[src/sv/tce_pkg.sv]
`timescale 1ns / 1ps
`default_nettype none

package tce_pkg;

    // fixed-point formats
    localparam int FX_W     = 56;   // signed Q16.40
    localparam int FRAC_W   = 40;
    localparam int HALF_W   = 28;   // partial-product operand width
    localparam int PROD_W   = 112;  // full magnitude product
    localparam int IN_W     = 32;   // signed Q4.28
    localparam int IN_SHIFT = 12;   // Q4.28 -> Q16.40

    // register and result widths
    localparam int ITER_W     = 12;
    localparam int PER_W      = 5;
    localparam int EPS_W      = 32;
    localparam int EPS_SHIFT  = 8;  // 2^-32 units -> 2^-40 units
    localparam int RES_W      = 14;
    localparam int CFG_IDX_W  = 2;
    localparam int CFG_DATA_W = 32;

    // parameter defaults
    localparam int ORBIT_DEPTH_DEF = 16;
    localparam int COUNT_BITS_DEF  = 12;

    // register reset values
    localparam int MAX_ITER_RESET   = 500;
    localparam int MAX_PERIOD_RESET = 10;
    localparam int EPS_SQ_RESET     = 429497;

    // register indexes
    localparam logic [CFG_IDX_W-1:0] CFG_MAX_ITER   = 2'd0;
    localparam logic [CFG_IDX_W-1:0] CFG_MAX_PERIOD = 2'd1;
    localparam logic [CFG_IDX_W-1:0] CFG_EPS_SQ     = 2'd2;

    // result codes
    localparam int PERIOD_BASE = 128;
    localparam int PERIOD_STEP = 20;
    localparam logic [RES_W-1:0] RES_UNDECIDED = '1;

    typedef logic signed [FX_W-1:0] fx_t;

    localparam fx_t FX_MAX = {1'b0, {(FX_W-1){1'b1}}};
    localparam fx_t FX_MIN = {1'b1, {(FX_W-1){1'b0}}};

    // |z|^2 escape bound, 100 in Q16.40
    localparam logic [FX_W:0] ESC_LIMIT = (FX_W+1)'(100) << FRAC_W;

    typedef struct packed {
        logic [ITER_W-1:0] max_iter;
        logic [PER_W-1:0]  max_period;
        logic [EPS_W-1:0]  eps_sq;
    } cfg_t;

    typedef struct packed {
        logic start;
        fx_t  a;
        fx_t  b;
    } mul_req_t;

    typedef struct packed {
        logic done;
        fx_t  p;
    } mul_rsp_t;

    typedef struct packed {
        logic                    valid;
        logic signed [RES_W-1:0] code;
    } res_t;

    // clamp a sum or difference one bit wider than Q16.40 back into Q16.40
    function automatic fx_t sat_fx(input logic [FX_W:0] v);
        fx_t r;
        if (v[FX_W] != v[FX_W-1])
            r = v[FX_W] ? FX_MIN : FX_MAX;
        else
            r = fx_t'(v[FX_W-1:0]);
        return r;
    endfunction

endpackage

`default_nettype wire

[src/sv/tce_mul.sv]
`timescale 1ns / 1ps
`default_nettype none

module tce_mul
(
    input  wire logic              clk,
    input  wire logic              rst_n,
    input  wire tce_pkg::mul_req_t req,
    output tce_pkg::mul_rsp_t      rsp
);

    localparam logic [2:0] PH_MUL_LAST = 3'd3;
    localparam logic [2:0] PH_LAST     = 3'd5;

    logic                          busy_reg, busy_next;
    logic [2:0]                    ph_reg, ph_next;
    logic                          pp_vld_reg, pp_vld_next;
    logic                          done_reg, done_next;
    logic [tce_pkg::FX_W-1:0]      ma_reg, ma_next;
    logic [tce_pkg::FX_W-1:0]      mb_reg, mb_next;
    logic                          neg_reg, neg_next;
    logic [2*tce_pkg::HALF_W-1:0]  pp_reg, pp_next;
    logic [1:0]                    pp_sh_reg, pp_sh_next;
    logic [tce_pkg::PROD_W-1:0]    acc_reg, acc_next;
    tce_pkg::fx_t                  p_reg, p_next;

    logic [tce_pkg::HALF_W-1:0]    a_half, b_half;
    logic [tce_pkg::PROD_W-1:0]    pp_shifted;
    logic [tce_pkg::FX_W-1:0]      mag;

    always_comb
    begin
        a_half = ph_reg[1] ? ma_reg[tce_pkg::FX_W-1:tce_pkg::HALF_W]
                           : ma_reg[tce_pkg::HALF_W-1:0];
        b_half = ph_reg[0] ? mb_reg[tce_pkg::FX_W-1:tce_pkg::HALF_W]
                           : mb_reg[tce_pkg::HALF_W-1:0];

        case (pp_sh_reg)
            2'd0:    pp_shifted = {{(2*tce_pkg::HALF_W){1'b0}}, pp_reg};
            2'd1:    pp_shifted = {{tce_pkg::HALF_W{1'b0}}, pp_reg, {tce_pkg::HALF_W{1'b0}}};
            2'd2:    pp_shifted = {pp_reg, {(2*tce_pkg::HALF_W){1'b0}}};
            default: pp_shifted = '0;
        endcase

        // product >> 40, clamped to the largest magnitude
        if (|acc_reg[tce_pkg::PROD_W-1:tce_pkg::FRAC_W+tce_pkg::FX_W-1])
            mag = tce_pkg::FX_MAX;
        else
            mag = {1'b0, acc_reg[tce_pkg::FRAC_W+tce_pkg::FX_W-2:tce_pkg::FRAC_W]};
    end

    always_comb
    begin
        busy_next   = busy_reg;
        ph_next     = ph_reg;
        pp_vld_next = 1'b0;
        done_next   = 1'b0;
        ma_next     = ma_reg;
        mb_next     = mb_reg;
        neg_next    = neg_reg;
        pp_next     = pp_reg;
        pp_sh_next  = pp_sh_reg;
        acc_next    = acc_reg;
        p_next      = p_reg;

        if (!busy_reg)
        begin
            if (req.start)
            begin
                ma_next   = req.a[tce_pkg::FX_W-1] ? (tce_pkg::FX_W'(0) - req.a) : req.a;
                mb_next   = req.b[tce_pkg::FX_W-1] ? (tce_pkg::FX_W'(0) - req.b) : req.b;
                neg_next  = req.a[tce_pkg::FX_W-1] ^ req.b[tce_pkg::FX_W-1];
                acc_next  = '0;
                ph_next   = '0;
                busy_next = 1'b1;
            end
        end
        else
        begin
            // one 28x28 partial product per cycle, added in the next
            if (ph_reg <= PH_MUL_LAST)
            begin
                pp_next     = {{tce_pkg::HALF_W{1'b0}}, a_half}
                            * {{tce_pkg::HALF_W{1'b0}}, b_half};
                pp_sh_next  = {1'b0, ph_reg[1]} + {1'b0, ph_reg[0]};
                pp_vld_next = 1'b1;
            end
            if (pp_vld_reg)
                acc_next = acc_reg + pp_shifted;
            if (ph_reg == PH_LAST)
            begin
                p_next    = neg_reg ? (tce_pkg::FX_W'(0) - mag) : mag;
                done_next = 1'b1;
                busy_next = 1'b0;
            end
            else
            begin
                ph_next = ph_reg + 3'd1;
            end
        end
    end

    always_ff @(posedge clk or negedge rst_n)
    begin
        if (!rst_n)
        begin
            busy_reg   <= 1'b0;
            ph_reg     <= '0;
            pp_vld_reg <= 1'b0;
            done_reg   <= 1'b0;
        end
        else
        begin
            busy_reg   <= busy_next;
            ph_reg     <= ph_next;
            pp_vld_reg <= pp_vld_next;
            done_reg   <= done_next;
        end
    end

    always_ff @(posedge clk)
    begin
        ma_reg    <= ma_next;
        mb_reg    <= mb_next;
        neg_reg   <= neg_next;
        pp_reg    <= pp_next;
        pp_sh_reg <= pp_sh_next;
        acc_reg   <= acc_next;
        p_reg     <= p_next;
    end

    assign rsp.done = done_reg;
    assign rsp.p    = p_reg;

    a_start_idle: assert property (@(posedge clk) disable iff (!rst_n)
        req.start |-> !busy_reg)
        else $error("multiplier started while busy");

    a_done_after_last: assert property (@(posedge clk) disable iff (!rst_n)
        (busy_reg && ph_reg == PH_LAST) |=> (done_reg && !busy_reg))
        else $error("multiplier did not finish after last phase");

    a_done_pulse: assert property (@(posedge clk) disable iff (!rst_n)
        done_reg |=> !done_reg)
        else $error("multiplier done held longer than one cycle");

endmodule

`default_nettype wire

[config.mk]
export PLATFORM = sky130hd
export DESIGN_NAME = tce_mul
export DESIGN_NICKNAME = d
export VERILOG_FILES = /design/src/sv/tce_pkg.sv /design/src/sv/tce_mul.sv
export SDC_FILE = /design/constraint.sdc
export NUM_CORES = 2
export LEC_CHECK = 0
export ABC_AREA = 1
export BUFFER_PORTS_ARGS = -buffer_cell sky130_fd_sc_hd__buf_2
export CAP_MARGIN = 20
export CELL_PAD_IN_SITES_DETAIL_PLACEMENT = 0
export CELL_PAD_IN_SITES_GLOBAL_PLACEMENT = 2
export CORE_MARGIN = 5
export CORE_UTILIZATION = 39
export CTS_CLUSTER_SIZE = 28
export DETAILED_ROUTE_END_ITERATION = 12
export PLACE_DENSITY_LB_ADDON = 0.12
export SLEW_MARGIN = 20
export SYNTH_ARGS = -nofsm -noshare
export SYNTH_HDL_FRONTEND = slang
export SYNTH_SLANG_ARGS = --single-unit
[constraint.sdc]
create_clock -name clk -period 10.1 [get_ports clk]
set_clock_uncertainty 0.05 [all_clocks]
set_input_delay 1.01 -clock clk [delete_from_list [all_inputs] [get_ports clk]]
set_output_delay 1.01 -clock clk [all_outputs]
set_load 0.03 [all_outputs]
==> flow_metrics.tcl <==
set metrics [dict create \
    outcome "finished clean" \
    hp-class "input port to asynchronous set/reset pin" \
    syn_inst 7186 \
    cp_num_buf_inv 5 \
    tightestPinTransition_ps 1089 \
    drive_above_1_share 0.06159 \
    synth.area.top_cells "fa_1, edfxtp_1, inv_1, nand2_1, nor2_1" \
    async_flop_share 0.01739 \
    synth_edf_count 339 \
    drt-wirelength-per-cell_um 25.16 \
    yosysSeqAreaShare 0.1945 \
    gp_congestion 0.9959 \
    design.core.area_sq_um 135500 \
    grt_pass1_vias 50110 \
    arrival_ps 8930 \
    antenna_found_initial 1 \
    tns_ps 0 \
    cp_max_fo 28 \
    grt_use_total 0.3206 \
    h-tree-depth 2 \
    ys_top_cells_by_count "inv_1, nand2_1, nor2_1" \
    syn_area_sq_um 53110 \
    maxSlewViolCount 0 \
    grt_max_degree 85 \
    cts_tree "done" \
    synth_top_cell_by_area "fa_1" \
    rows 135 \
    clkSinkCount 345 \
    largest_register_ffs 112 \
    clkSlewWorstSetupHoldPaths_ps 60 \
    drc_errors 0 \
    setup.worst_path.class "flop to flop" \
    rsz0062_at_grt "false" \
    ys.flop_type "edfxtp_1" \
    cts_buffers 47 \
    die_width_um 379.0 \
    dr.pass1.iters 6 \
    critPathMaxStageDelay_ps 930 \
    gr-total-overflow 0 \
    fin_nets 8435 \
    area_growth_pct 9.063 \
    syn-num-nets 8303 \
    period_needed_ps 8543 \
    slowest_stage "clkinv_1" \
    grt_pass1_wl_mm 336.2 \
    endpoint_kind "flop" \
    avgSynthCellArea_sq_um 7.391 \
    dp_hpwl_mm 192.4 \
    clk_latency_ps 660 \
    cts_setup_buffers 0 \
    crit_cells 23 \
    io_buffers 171 \
    crit_top_cell "fa_1" \
    cts_buffer_depth 3 \
    antenna_left 0 \
    fin_crit_sh 0.8458 \
    hold_viol 0 \
    post_cts_resized 0 \
    root_buffer "clkbuf_16" \
    cp_top_family "adder cells" \
    initial_core_util 0.3920 \
    max_slew_margin 0.2740 \
    synth_top_cell_area_share 0.2544 \
    fin_hold_ws_ps 182.4 \
    synthMostInstantiatedCell "inv_1" \
    synth_cell_types 46 \
    drt-initial-drc-count 3998 \
    start_kind "flop" \
    die_area_sq_um 143700 \
    setup_viol 0 \
    crit_chain "inv_1 > or2_2 > o21ai_0 > clkinv_1 > nand2_1 > fa_1 > inv_1 > fa_1 > fa_1 > fa_1 > fa_1 > fa_1 > inv_1 > fa_1 > inv_1 > ha_1 > a21oi_1 > o21ai_0 > a21oi_1 > o21ai_0 > a21oi_1 > o21ai_0 > xor2_1" \
    top_level_ports 172 \
    r2r-end "pp_reg[44]" \
    drt-vias-per-instance 5.265 \
    r2r-start "ph_reg[0]" \
    vias 48110 \
    die_y_um 379.0 \
    crit_required_ps 10490 \
    postRouteWirelength_mm 229.9 \
    yosysWarnings 0 \
    reg2reg_depth 23 \
    r2r_slack_ps 1560 \
    ys_seq_elements 345 \
    cap_viol_max_count 0 \
    holdBufCountCts 0 \
    max_freq_mhz 117.1 \
]
-- cell type report --
class	instances	area, sq um
Tap cell	1781	2228
Clock inverter	35	471.7
Antenna cell	1	2.502
Timing Repair Buffer	259	1516
Fill cell	14480	77550
Inverter	1545	5799
Clock buffer	51	1191
Multi-Input combinational cell	5120	36380
Sequential cell	345	10330
-- cells by family (layout without fill, tap and decap cells) --
family / after synthesis / count (layout) / synth area share
XOR/XNOR: 194 / 194 / 0.03199
AND/OR/NAND/NOR: 3068 / 3068 / 0.2336
adder cells (fa/ha/maj): 1002 / 1002 / 0.3315
AO/OA/AOI/OAI: 856 / 856 / 0.08602
flip-flops: 345 / 345 / 0.1945
other: 0 / 1 / 0
buffers and inverters: 1721 / 1890 / 0.1224
-- worst register-to-register path: cells and delay by family, from the launching register on --
| kind | cells | cell delay (ps) |
|---|---|---|
| compound gates | 7 | 1700 |
| xor+xnor | 1 | 340 |
| fa+ha+maj | 8 | 3760 |
| buf+inv | 5 | 1410 |
| flops | 1 | 350 |
| simple gates | 2 | 770 |
-- cells in the final DEF, fill, tap and decap left out, drive strengths merged --
cell type / n
a211oi: 2
a21boi: 7
a21o: 7
a21oi: 380
a31oi: 22
a41oi: 1
and2: 1
and3: 1
buf: 259
bufinv: 9
clkbuf: 51
clkinv: 37
clkinvlp: 5
dfrtp: 6
diode: 1
edfxtp: 339
fa: 675
ha: 327
inv: 1529
nand2: 1454
nand3: 181
nand3b: 4
nand4: 54
nor2: 1203
nor3: 87
nor4: 22
o2111ai: 2
o211ai: 2
o21a: 19
o21ai: 327
o21bai: 23
o22ai: 58
o31ai: 6
or2: 61
xnor2: 52
xor2: 142
-- through the flow --
step           cell area, sq um  setup WS (ps)    util  std cells
2_1_floorplan             53110          691.3       -       7186
3_3_place_gp              56250           1220  0.4152       9050
3_5_place_dp              56260           1480  0.4153       9050
4_1_cts                   57920           1535  0.4276       9136
5_1_grt                   57920           1186  0.4276       9136
6_report                  57920           1557  0.4276       9137
-- worst max path at each step --
| stage | from | endpoint | slack, ps |
|---|---|---|---|
| final | ph_reg[0] | pp_reg[44] | 1560 |
| after global routing | ph_reg[0] | pp_reg[54] | 1190 |
| after CTS | ph_reg[0] | pp_reg[45] | 1540 |
| after detailed placement | ph_reg[0] | pp_reg[45] | 1480 |
| after global placement | ph_reg[1] | pp_reg[44] | 1220 |
| after floorplan | req[112] | acc_reg[0] | 690 |
-- routing by layer --
| layer | routed length (um) | part of all wire | vias to the layer above | track usage |
|---|---|---|---|---|
| met2 | 105700 | 0.46 | 1871 | 0.5305 |
| met1 | 92510 | 0.40 | 23370 | 0.3960 |
| met5 | 0 | 0 | - | 0 |
| met3 | 14170 | 0.062 | 522 | 0.04872 |
| li1 | - | - | 22340 | - |
| met4 | 17460 | 0.076 | 0 | 0.1942 |
Power is not shown: default switching activity piles up to over one toggle a cycle in this logic, so the estimate is an artifact.
