[config.mk]
export PLATFORM = sky130hd
export DESIGN_NAME = tce_core
export DESIGN_NICKNAME = d
export VERILOG_FILES = /design/src/sv/tce_pkg.sv /design/src/sv/tce_core.sv
export SDC_FILE = /design/constraint.sdc
export NUM_CORES = 2
export LEC_CHECK = 0
export BUFFER_PORTS_ARGS = -buffer_cell sky130_fd_sc_hd__buf_2
export CAP_MARGIN = 20
export CORE_ASPECT_RATIO = 1.2
export CORE_MARGIN = 2
export CORE_UTILIZATION = 55
export CTS_BUF_LIST = sky130_fd_sc_hd__clkbuf_2
export DETAILED_ROUTE_END_ITERATION = 10
export HOLD_SLACK_MARGIN = 0.12
export PLACE_DENSITY_LB_ADDON = 0.1
export SYNTH_ARGS = -nofsm -noshare
export SYNTH_HDL_FRONTEND = slang
export SYNTH_SLANG_ARGS = --single-unit
[constraint.sdc]
create_clock -name clk -period 39.9 [get_ports clk]
set_input_delay 5.985 -clock clk [delete_from_list [all_inputs] [get_ports clk]]
set_output_delay 5.985 -clock clk [all_outputs]
set_load 0.005 [all_outputs]
[src/sv/tce_pkg.sv]
`timescale 1ns / 1ps
`default_nettype none

package tce_pkg;

    // fixed-point formats
    localparam int FX_W     = 56;   // signed Q16.40
    localparam int FRAC_W   = 40;
    localparam int HALF_W   = 28;   // partial-product operand width
    localparam int PROD_W   = 112;  // full magnitude product
    localparam int IN_W     = 32;   // signed Q4.28
    localparam int IN_SHIFT = 12;   // Q4.28 -> Q16.40

    // register and result widths
    localparam int ITER_W     = 12;
    localparam int PER_W      = 5;
    localparam int EPS_W      = 32;
    localparam int EPS_SHIFT  = 8;  // 2^-32 units -> 2^-40 units
    localparam int RES_W      = 14;
    localparam int CFG_IDX_W  = 2;
    localparam int CFG_DATA_W = 32;

    // parameter defaults
    localparam int ORBIT_DEPTH_DEF = 16;
    localparam int COUNT_BITS_DEF  = 12;

    // register reset values
    localparam int MAX_ITER_RESET   = 500;
    localparam int MAX_PERIOD_RESET = 10;
    localparam int EPS_SQ_RESET     = 429497;

    // register indexes
    localparam logic [CFG_IDX_W-1:0] CFG_MAX_ITER   = 2'd0;
    localparam logic [CFG_IDX_W-1:0] CFG_MAX_PERIOD = 2'd1;
    localparam logic [CFG_IDX_W-1:0] CFG_EPS_SQ     = 2'd2;

    // result codes
    localparam int PERIOD_BASE = 128;
    localparam int PERIOD_STEP = 20;
    localparam logic [RES_W-1:0] RES_UNDECIDED = '1;

    typedef logic signed [FX_W-1:0] fx_t;

    localparam fx_t FX_MAX = {1'b0, {(FX_W-1){1'b1}}};
    localparam fx_t FX_MIN = {1'b1, {(FX_W-1){1'b0}}};

    // |z|^2 escape bound, 100 in Q16.40
    localparam logic [FX_W:0] ESC_LIMIT = (FX_W+1)'(100) << FRAC_W;

    typedef struct packed {
        logic [ITER_W-1:0] max_iter;
        logic [PER_W-1:0]  max_period;
        logic [EPS_W-1:0]  eps_sq;
    } cfg_t;

    typedef struct packed {
        logic start;
        fx_t  a;
        fx_t  b;
    } mul_req_t;

    typedef struct packed {
        logic done;
        fx_t  p;
    } mul_rsp_t;

    typedef struct packed {
        logic                    valid;
        logic signed [RES_W-1:0] code;
    } res_t;

    // clamp a sum or difference one bit wider than Q16.40 back into Q16.40
    function automatic fx_t sat_fx(input logic [FX_W:0] v);
        fx_t r;
        if (v[FX_W] != v[FX_W-1])
            r = v[FX_W] ? FX_MIN : FX_MAX;
        else
            r = fx_t'(v[FX_W-1:0]);
        return r;
    endfunction

endpackage

`default_nettype wire

[src/sv/tce_core.sv]
`timescale 1ns / 1ps
`default_nettype none

module tce_core
#(
    parameter int ORBIT_DEPTH = tce_pkg::ORBIT_DEPTH_DEF,
    parameter int COUNT_BITS  = tce_pkg::COUNT_BITS_DEF
)
(
    input  wire logic                             clk,
    input  wire logic                             rst_n,
    input  wire logic                             start,
    input  wire logic signed [tce_pkg::IN_W-1:0]  c_re,
    input  wire logic signed [tce_pkg::IN_W-1:0]  c_im,
    input  wire tce_pkg::cfg_t                    cfg,
    input  wire logic                             res_ack,
    output logic                                  idle,
    output tce_pkg::res_t                         res,
    output tce_pkg::mul_req_t                     mul_req,
    input  wire tce_pkg::mul_rsp_t                mul_rsp
);

    localparam int CNT_W   = (COUNT_BITS < tce_pkg::ITER_W) ? COUNT_BITS : tce_pkg::ITER_W;
    localparam int OW      = (ORBIT_DEPTH > 1) ? $clog2(ORBIT_DEPTH) : 1;
    localparam int DEPTH_W = $clog2(ORBIT_DEPTH + 1);
    localparam int CMP_A   = (CNT_W > DEPTH_W) ? CNT_W : DEPTH_W;
    localparam int CMP_W   = (CMP_A > tce_pkg::PER_W) ? CMP_A : tce_pkg::PER_W;
    localparam int FW      = tce_pkg::FX_W;

    typedef enum logic [12:0] {
        ST_IDLE  = 13'b0000000000001,
        ST_CHECK = 13'b0000000000010,
        ST_MRI   = 13'b0000000000100,
        ST_UPD   = 13'b0000000001000,
        ST_SRE   = 13'b0000000010000,
        ST_MRR   = 13'b0000000100000,
        ST_MII   = 13'b0000001000000,
        ST_RD    = 13'b0000010000000,
        ST_DIFF  = 13'b0000100000000,
        ST_SDX   = 13'b0001000000000,
        ST_MDX   = 13'b0010000000000,
        ST_MDY   = 13'b0100000000000,
        ST_DONE  = 13'b1000000000000
    } state_t;

    state_t                          state_reg, state_next;
    tce_pkg::fx_t                    are_reg, are_next;
    tce_pkg::fx_t                    aim_reg, aim_next;
    tce_pkg::fx_t                    re_reg, re_next;
    tce_pkg::fx_t                    im_reg, im_next;
    tce_pkg::fx_t                    re2_reg, re2_next;
    tce_pkg::fx_t                    im2_reg, im2_next;
    tce_pkg::fx_t                    t_reg, t_next;
    tce_pkg::fx_t                    dx_reg, dx_next;
    tce_pkg::fx_t                    dy_reg, dy_next;
    tce_pkg::fx_t                    sq_reg, sq_next;
    logic [CNT_W-1:0]                cnt_reg, cnt_next;
    logic [CNT_W-1:0]                limit_reg, limit_next;
    logic [CNT_W-1:0]                from_reg, from_next;
    logic [tce_pkg::PER_W-1:0]       per_reg, per_next;
    logic [tce_pkg::PER_W-1:0]       j_reg, j_next;
    logic [OW-1:0]                   k_reg, k_next;
    logic [tce_pkg::RES_W-1:0]       code_reg, code_next;

    tce_pkg::fx_t                    orbit_re_mem [ORBIT_DEPTH];
    tce_pkg::fx_t                    orbit_im_mem [ORBIT_DEPTH];
    tce_pkg::fx_t                    rd_re_reg, rd_im_reg;
    logic                            wr_en;
    logic [OW-1:0]                   rd_addr;

    logic [CNT_W-1:0]                lim_cfg;
    logic [CMP_W-1:0]                per_c;
    logic [tce_pkg::PER_W-1:0]       per_eff;
    logic [FW:0]                     mag_sum;
    logic [FW:0]                     gap_sum;
    logic [FW:0]                     eps_th;

    // effective period: clamp to the iteration limit and the buffer depth
    always_comb
    begin
        lim_cfg = cfg.max_iter[CNT_W-1:0];
        per_c   = CMP_W'(cfg.max_period);
        if (per_c > CMP_W'(lim_cfg))
            per_c = CMP_W'(lim_cfg);
        if (per_c > CMP_W'(ORBIT_DEPTH))
            per_c = CMP_W'(ORBIT_DEPTH);
        per_eff = per_c[tce_pkg::PER_W-1:0];
    end

    assign mag_sum = {1'b0, re2_reg} + {1'b0, im2_reg};
    assign gap_sum = {1'b0, sq_reg} + {1'b0, mul_rsp.p};
    assign eps_th  = (FW+1)'({cfg.eps_sq, {tce_pkg::EPS_SHIFT{1'b0}}});
    // newest stored point first
    assign rd_addr = OW'(per_reg - j_reg - tce_pkg::PER_W'(1));

    always_comb
    begin
        state_next = state_reg;
        are_next   = are_reg;
        aim_next   = aim_reg;
        re_next    = re_reg;
        im_next    = im_reg;
        re2_next   = re2_reg;
        im2_next   = im2_reg;
        t_next     = t_reg;
        dx_next    = dx_reg;
        dy_next    = dy_reg;
        sq_next    = sq_reg;
        cnt_next   = cnt_reg;
        limit_next = limit_reg;
        from_next  = from_reg;
        per_next   = per_reg;
        j_next     = j_reg;
        k_next     = k_reg;
        code_next  = code_reg;
        wr_en      = 1'b0;
        mul_req.start = 1'b0;
        mul_req.a     = re_reg;
        mul_req.b     = im_reg;

        case (state_reg)
            ST_IDLE:
            begin
                if (start)
                begin
                    are_next   = {{(FW-tce_pkg::IN_W-tce_pkg::IN_SHIFT){c_re[tce_pkg::IN_W-1]}},
                                  c_re, {tce_pkg::IN_SHIFT{1'b0}}};
                    aim_next   = {{(FW-tce_pkg::IN_W-tce_pkg::IN_SHIFT){c_im[tce_pkg::IN_W-1]}},
                                  c_im, {tce_pkg::IN_SHIFT{1'b0}}};
                    re_next    = '0;
                    im_next    = '0;
                    re2_next   = '0;
                    im2_next   = '0;
                    cnt_next   = '0;
                    k_next     = '0;
                    limit_next = lim_cfg;
                    per_next   = per_eff;
                    from_next  = lim_cfg - CNT_W'(per_eff);
                    state_next = ST_CHECK;
                end
            end
            ST_CHECK:
            begin
                if (cnt_reg < limit_reg && mag_sum < tce_pkg::ESC_LIMIT)
                begin
                    // the last per_reg points before the iteration limit go to the buffer
                    if (cnt_reg >= from_reg)
                    begin
                        wr_en  = 1'b1;
                        k_next = k_reg + OW'(1);
                    end
                    mul_req.start = 1'b1;
                    state_next    = ST_MRI;
                end
                else if (cnt_reg >= limit_reg)
                begin
                    if (per_reg == '0)
                    begin
                        code_next  = tce_pkg::RES_UNDECIDED;
                        state_next = ST_DONE;
                    end
                    else
                    begin
                        j_next     = '0;
                        state_next = ST_RD;
                    end
                end
                else
                begin
                    code_next  = tce_pkg::RES_W'({cnt_reg, 1'b0});
                    state_next = ST_DONE;
                end
            end
            ST_MRI:
            begin
                if (mul_rsp.done)
                begin
                    t_next     = tce_pkg::sat_fx((FW+1)'(0) - {mul_rsp.p, 1'b0});
                    state_next = ST_UPD;
                end
            end
            ST_UPD:
            begin
                im_next    = tce_pkg::sat_fx({t_reg[FW-1], t_reg} + {aim_reg[FW-1], aim_reg});
                re_next    = tce_pkg::sat_fx({re2_reg[FW-1], re2_reg} - {im2_reg[FW-1], im2_reg}
                                             + {are_reg[FW-1], are_reg});
                cnt_next   = cnt_reg + CNT_W'(1);
                state_next = ST_SRE;
            end
            ST_SRE:
            begin
                mul_req.start = 1'b1;
                mul_req.b     = re_reg;
                state_next    = ST_MRR;
            end
            ST_MRR:
            begin
                if (mul_rsp.done)
                begin
                    re2_next      = mul_rsp.p;
                    mul_req.start = 1'b1;
                    mul_req.a     = im_reg;
                    state_next    = ST_MII;
                end
            end
            ST_MII:
            begin
                if (mul_rsp.done)
                begin
                    im2_next   = mul_rsp.p;
                    state_next = ST_CHECK;
                end
            end
            ST_RD:
            begin
                state_next = ST_DIFF;
            end
            ST_DIFF:
            begin
                dx_next    = tce_pkg::sat_fx({re_reg[FW-1], re_reg} - {rd_re_reg[FW-1], rd_re_reg});
                dy_next    = tce_pkg::sat_fx({im_reg[FW-1], im_reg} - {rd_im_reg[FW-1], rd_im_reg});
                state_next = ST_SDX;
            end
            ST_SDX:
            begin
                mul_req.start = 1'b1;
                mul_req.a     = dx_reg;
                mul_req.b     = dx_reg;
                state_next    = ST_MDX;
            end
            ST_MDX:
            begin
                mul_req.a = dy_reg;
                mul_req.b = dy_reg;
                if (mul_rsp.done)
                begin
                    sq_next       = mul_rsp.p;
                    mul_req.start = 1'b1;
                    state_next    = ST_MDY;
                end
            end
            ST_MDY:
            begin
                if (mul_rsp.done)
                begin
                    if (gap_sum < eps_th)
                    begin
                        code_next  = tce_pkg::RES_W'(tce_pkg::PERIOD_BASE)
                                   + tce_pkg::RES_W'(tce_pkg::PERIOD_STEP)
                                   * tce_pkg::RES_W'(j_reg);
                        state_next = ST_DONE;
                    end
                    else if (j_reg == per_reg - tce_pkg::PER_W'(1))
                    begin
                        code_next  = tce_pkg::RES_UNDECIDED;
                        state_next = ST_DONE;
                    end
                    else
                    begin
                        j_next     = j_reg + tce_pkg::PER_W'(1);
                        state_next = ST_RD;
                    end
                end
            end
            ST_DONE:
            begin
                if (res_ack)
                    state_next = ST_IDLE;
            end
            default:
            begin
                state_next = ST_IDLE;
            end
        endcase
    end

    always_ff @(posedge clk or negedge rst_n)
    begin
        if (!rst_n)
        begin
            state_reg <= ST_IDLE;
            cnt_reg   <= '0;
            limit_reg <= '0;
            from_reg  <= '0;
            per_reg   <= '0;
            j_reg     <= '0;
            k_reg     <= '0;
        end
        else
        begin
            state_reg <= state_next;
            cnt_reg   <= cnt_next;
            limit_reg <= limit_next;
            from_reg  <= from_next;
            per_reg   <= per_next;
            j_reg     <= j_next;
            k_reg     <= k_next;
        end
    end

    always_ff @(posedge clk)
    begin
        are_reg  <= are_next;
        aim_reg  <= aim_next;
        re_reg   <= re_next;
        im_reg   <= im_next;
        re2_reg  <= re2_next;
        im2_reg  <= im2_next;
        t_reg    <= t_next;
        dx_reg   <= dx_next;
        dy_reg   <= dy_next;
        sq_reg   <= sq_next;
        code_reg <= code_next;
    end

    // orbit buffer, one write and one registered read per cycle
    always_ff @(posedge clk)
    begin
        if (wr_en)
        begin
            orbit_re_mem[k_reg] <= re_reg;
            orbit_im_mem[k_reg] <= im_reg;
        end
        rd_re_reg <= orbit_re_mem[rd_addr];
        rd_im_reg <= orbit_im_mem[rd_addr];
    end

    assign idle      = (state_reg == ST_IDLE);
    assign res.valid = (state_reg == ST_DONE);
    assign res.code  = code_reg;

    a_write_in_window: assert property (@(posedge clk) disable iff (!rst_n)
        wr_en |-> (CMP_W'(k_reg) < CMP_W'(per_reg)))
        else $error("orbit write beyond the checked period");

    a_done_while_waiting: assert property (@(posedge clk) disable iff (!rst_n)
        mul_rsp.done |-> (state_reg == ST_MRI || state_reg == ST_MRR || state_reg == ST_MII
                          || state_reg == ST_MDX || state_reg == ST_MDY))
        else $error("product arrived outside a wait state");

    a_count_bound: assert property (@(posedge clk) disable iff (!rst_n)
        (state_reg == ST_CHECK) |-> (cnt_reg <= limit_reg))
        else $error("step count ran past the iteration limit");

endmodule

`default_nettype wire

==> results by group <==
Critical path
  • Startpoint types: primary input
  • Worst path depth: 5
  • Worst R2R End: orbit_im_mem[10][15]
  • CP startpoint: mul_rsp[56]
  • Worst stage delay on the critical path: 550 ps
  • Buf/Inv on CP: 3
  • Data arrival time of the critical path: 7700 ps
  • Worst setup endpoint: mul_req[71]
  • Setup crit end kind: output pin
  • Required @ worst endpoint: 33910 ps
  • Most used cell, CP: buf_2
  • Crit path max-delay family: buffers and inverters
  • Slowest CP cell: buf_4
  • Reg2Reg Launch Point: im2_reg[44]
  • CP Max Fanout: 53
  • Cells on worst reg2reg path: 15
  • Worst path cell trace: buf_2 > and2_4 > buf_4 > a221o_1 > buf_2
  • WS Path Type: primary input to output pin
  • R2r setup slk: 31380 ps

GRT
  • Initial antenna violation count: 58
  • GR Util All Layers: 31.0%
  • Vias in the first global route: 72.1k
  • First-pass GRT wire length: 480 mm
  • Grt ovf: 0
  • Largest net degree at the start of global routing: 109

Placement
  • Dpl ws: 26170 ps
  • Placed cell count: 10.4k
  • DP Area: 120000 um^2
  • DPL Wire Length: 216 mm
  • Routability Congestion: 0.952
  • Port bufs: 302

Layout
  • Final Non-Filler Cells: 11.5k
  • Fraction of layout cells with a size suffix above 1: 23.4%
  • Storage element area: 73400 um^2
  • Final-stage net count: 8892
  • Fin area: 126000 um^2
  • Final Core Density: 60.5%
  • Filler cells: 16.2k
  • Top Registers: orbit_im_mem: 896 flops, orbit_re_mem: 896 flops
  • Syn-to-layout area delta: 9.18%
  • Multi-input gate area: 38900 um^2

Timing
  • Setup TNS: 0 ps
  • Final setup margin: 26220 ps
  • RSZ-0062 raised after global routing: false
  • # setup viols final: 0
  • Max Slew Vio Count: 0
  • Skew final: 174 ps
  • Min Tclk post-route: 13680 ps
  • Slew @ Worst Pin: 1330 ps
  • Final Hold Vio Count: 0
  • Max frequency: 0.0731 GHz
  • Final period util: 34.3%
  • Worst rel slew slack: 11.6%

Detailed routing
  • Avg WL per Cell: 28.9 um
  • Drt via density: 6.24
  • Initial drt markers: 7645
  • Routed WL: 333 mm
  • Routed via count: 71.9k
  • DRT Pass-1 Iters: 7
  • Post-route ant nets: 0
  • DRC: 0

Floorplanning
  • Core box area: 208000 um^2
  • Die Area: 213000 um^2
  • I/O Pins: 303
  • Starting Density: 55.4%
  • Die width: 422 um
  • Rows: 183
  • Die H: 505 um

Logic synthesis
  • Syn_area_per_cell: 15.3 um^2
  • Synthesized flop and latch total: 2492
  • Post-synth cell types: 94
  • Register area share after synthesis: 63.8%
  • EDFF count, synth: 2317
  • Synth area leaders: edfxtp_1 (60%), mux4_2 (11%), ha_1 (4.5%)
  • Yosys warns: 0
  • Post-synth top area share: 60.4%
  • Ys flop type: edfxtp_1
  • Synth top cells by count: edfxtp_1 (2317), mux4_2 (560), inv_1 (470)
  • Mapped Area: 115000 um^2
  • Top-count cell post-synth: edfxtp_1
  • Post-synth top area cell: edfxtp_1
  • Mapped Nets: 8173
  • Gate Count Post-Synth: 7530
  • Asr flop ratio synth: 2.53%

Clock tree
  • CTS clk-pin slew, worst paths: 100 ps
  • Worst-Skew Late Latency: 1960 ps
  • Htree depth: 6
  • CTS resizes: 0
  • CTS tree: built
  • Clock root cell: clkbuf_2
  • Sink Count: 2492
  • Deepest clock path buffer count: 4
  • # hold bufs at CTS: 0
  • Post-CTS setup buffers: 0
  • Cts bufs inserted: 610

Worst hold path
  • HP Class: flop to flop
  • Hold Crit Start: from_reg[8]

Power and ir drop
  • Pwr/cell area: 75.7 nW/um^2
  • Leak: 46.2 nW
  • VDD IR max: 116 uV

Run status
  • Status: completed

Run
  • Max cap viols: 0
==> logic make-up after synthesis <==
family	Yosys count	synth area share, %
buffers and inverters	803	2.66
AOI/OAI and AO/OA	1553	8.72
muxes	575	11.1
xor gates and xnor gates	318	2.44
DFF	2492	63.8
and+or+nand+nor	1304	5.77
adders and majority gates	485	5.57
==> layout make-up <==
| cell class | count | area share [%] |
|---|---|---|
| sequential | 2492 | 58.4 |
| clock buffer | 898 | 3.58 |
| clock inverter | 183 | 0.771 |
| tap | 2775 | 2.76 |
| timing repair buffer | 440 | 2.10 |
| antenna | 25 | 0.0498 |
| multi-input combinational | 4235 | 30.9 |
| inverter | 470 | 1.40 |
==> report_power, final <==
part / internal, mW / leakage [nW] / switching, mW / total (mW)
clock: 0.653 / 4.18 / 1.02 / 1.67
combinational: 1.90 / 19.2 / 2.51 / 4.41
sequential: 3.23 / 22.8 / 0.207 / 3.43
==> layout by cell type (no fill, tap or decap), types with 16 or more instances in the layout <==
master / instances
a211oi_1: 37
a21o_1: 175
a21oi_1: 466
a221o_1: 120
a22o_1: 56
a31oi_1: 30
and2_1: 122
and3_1: 40
buf_2: 302
buf_4: 129
clkbuf_2: 898
clkinv_1: 134
clkinv_2: 17
dfrtp_1: 62
dfxtp_1: 112
diode_2: 25
edfxtp_1: 2317
fa_1: 50
ha_1: 417
inv_1: 469
maj3_1: 16
mux4_2: 560
nand2_1: 299
nand2b_1: 45
nand3_1: 87
nand4_1: 81
nor2_1: 278
nor2b_1: 46
nor3_1: 104
nor4_1: 44
o211ai_1: 26
o21a_1: 37
o21ai_0: 376
o21bai_1: 52
o31ai_1: 26
or3_1: 39
xnor2_1: 172
xor2_1: 143
==> how the worst min path moves through the flow <==
stage / endpoint / cells after the start
after global placement: from_reg[7] / 2
after detailed placement: from_reg[8] / 2
after global routing: from_reg[6] / 2
after CTS: from_reg[8] / 2
final: from_reg[8] / 2
after floorplan: from_reg[10] / 2
==> layer usage <==
metal	up-vias	track usage (%)	wire length (um)
li1	31400	-	-
met1	36300	42.1	132000
met2	3540	49.8	158000
met3	661	6.50	29800
met4	62	11.6	12600
met5	-	0	394
==> worst reg2reg max path: cells and delay by family (launching register included) <==
family / cells / cell delay [ps]
adders and majority gates: 1 / 590
AOI/OAI and AO/OA: 3 / 1260
and+or+nand+nor: 9 / 3870
buffers and inverters: 2 / 1910
DFF: 1 / 450
==> through the flow <==
step	power (mW)	hold WS [ps]
after global placement	7.82	468
after CTS	9.54	496
after floorplan	6.55	450
after detailed placement	7.86	472
final	9.51	488
after global routing	10.0	548
No activity file was read; power rests on OpenSTA's default activity.
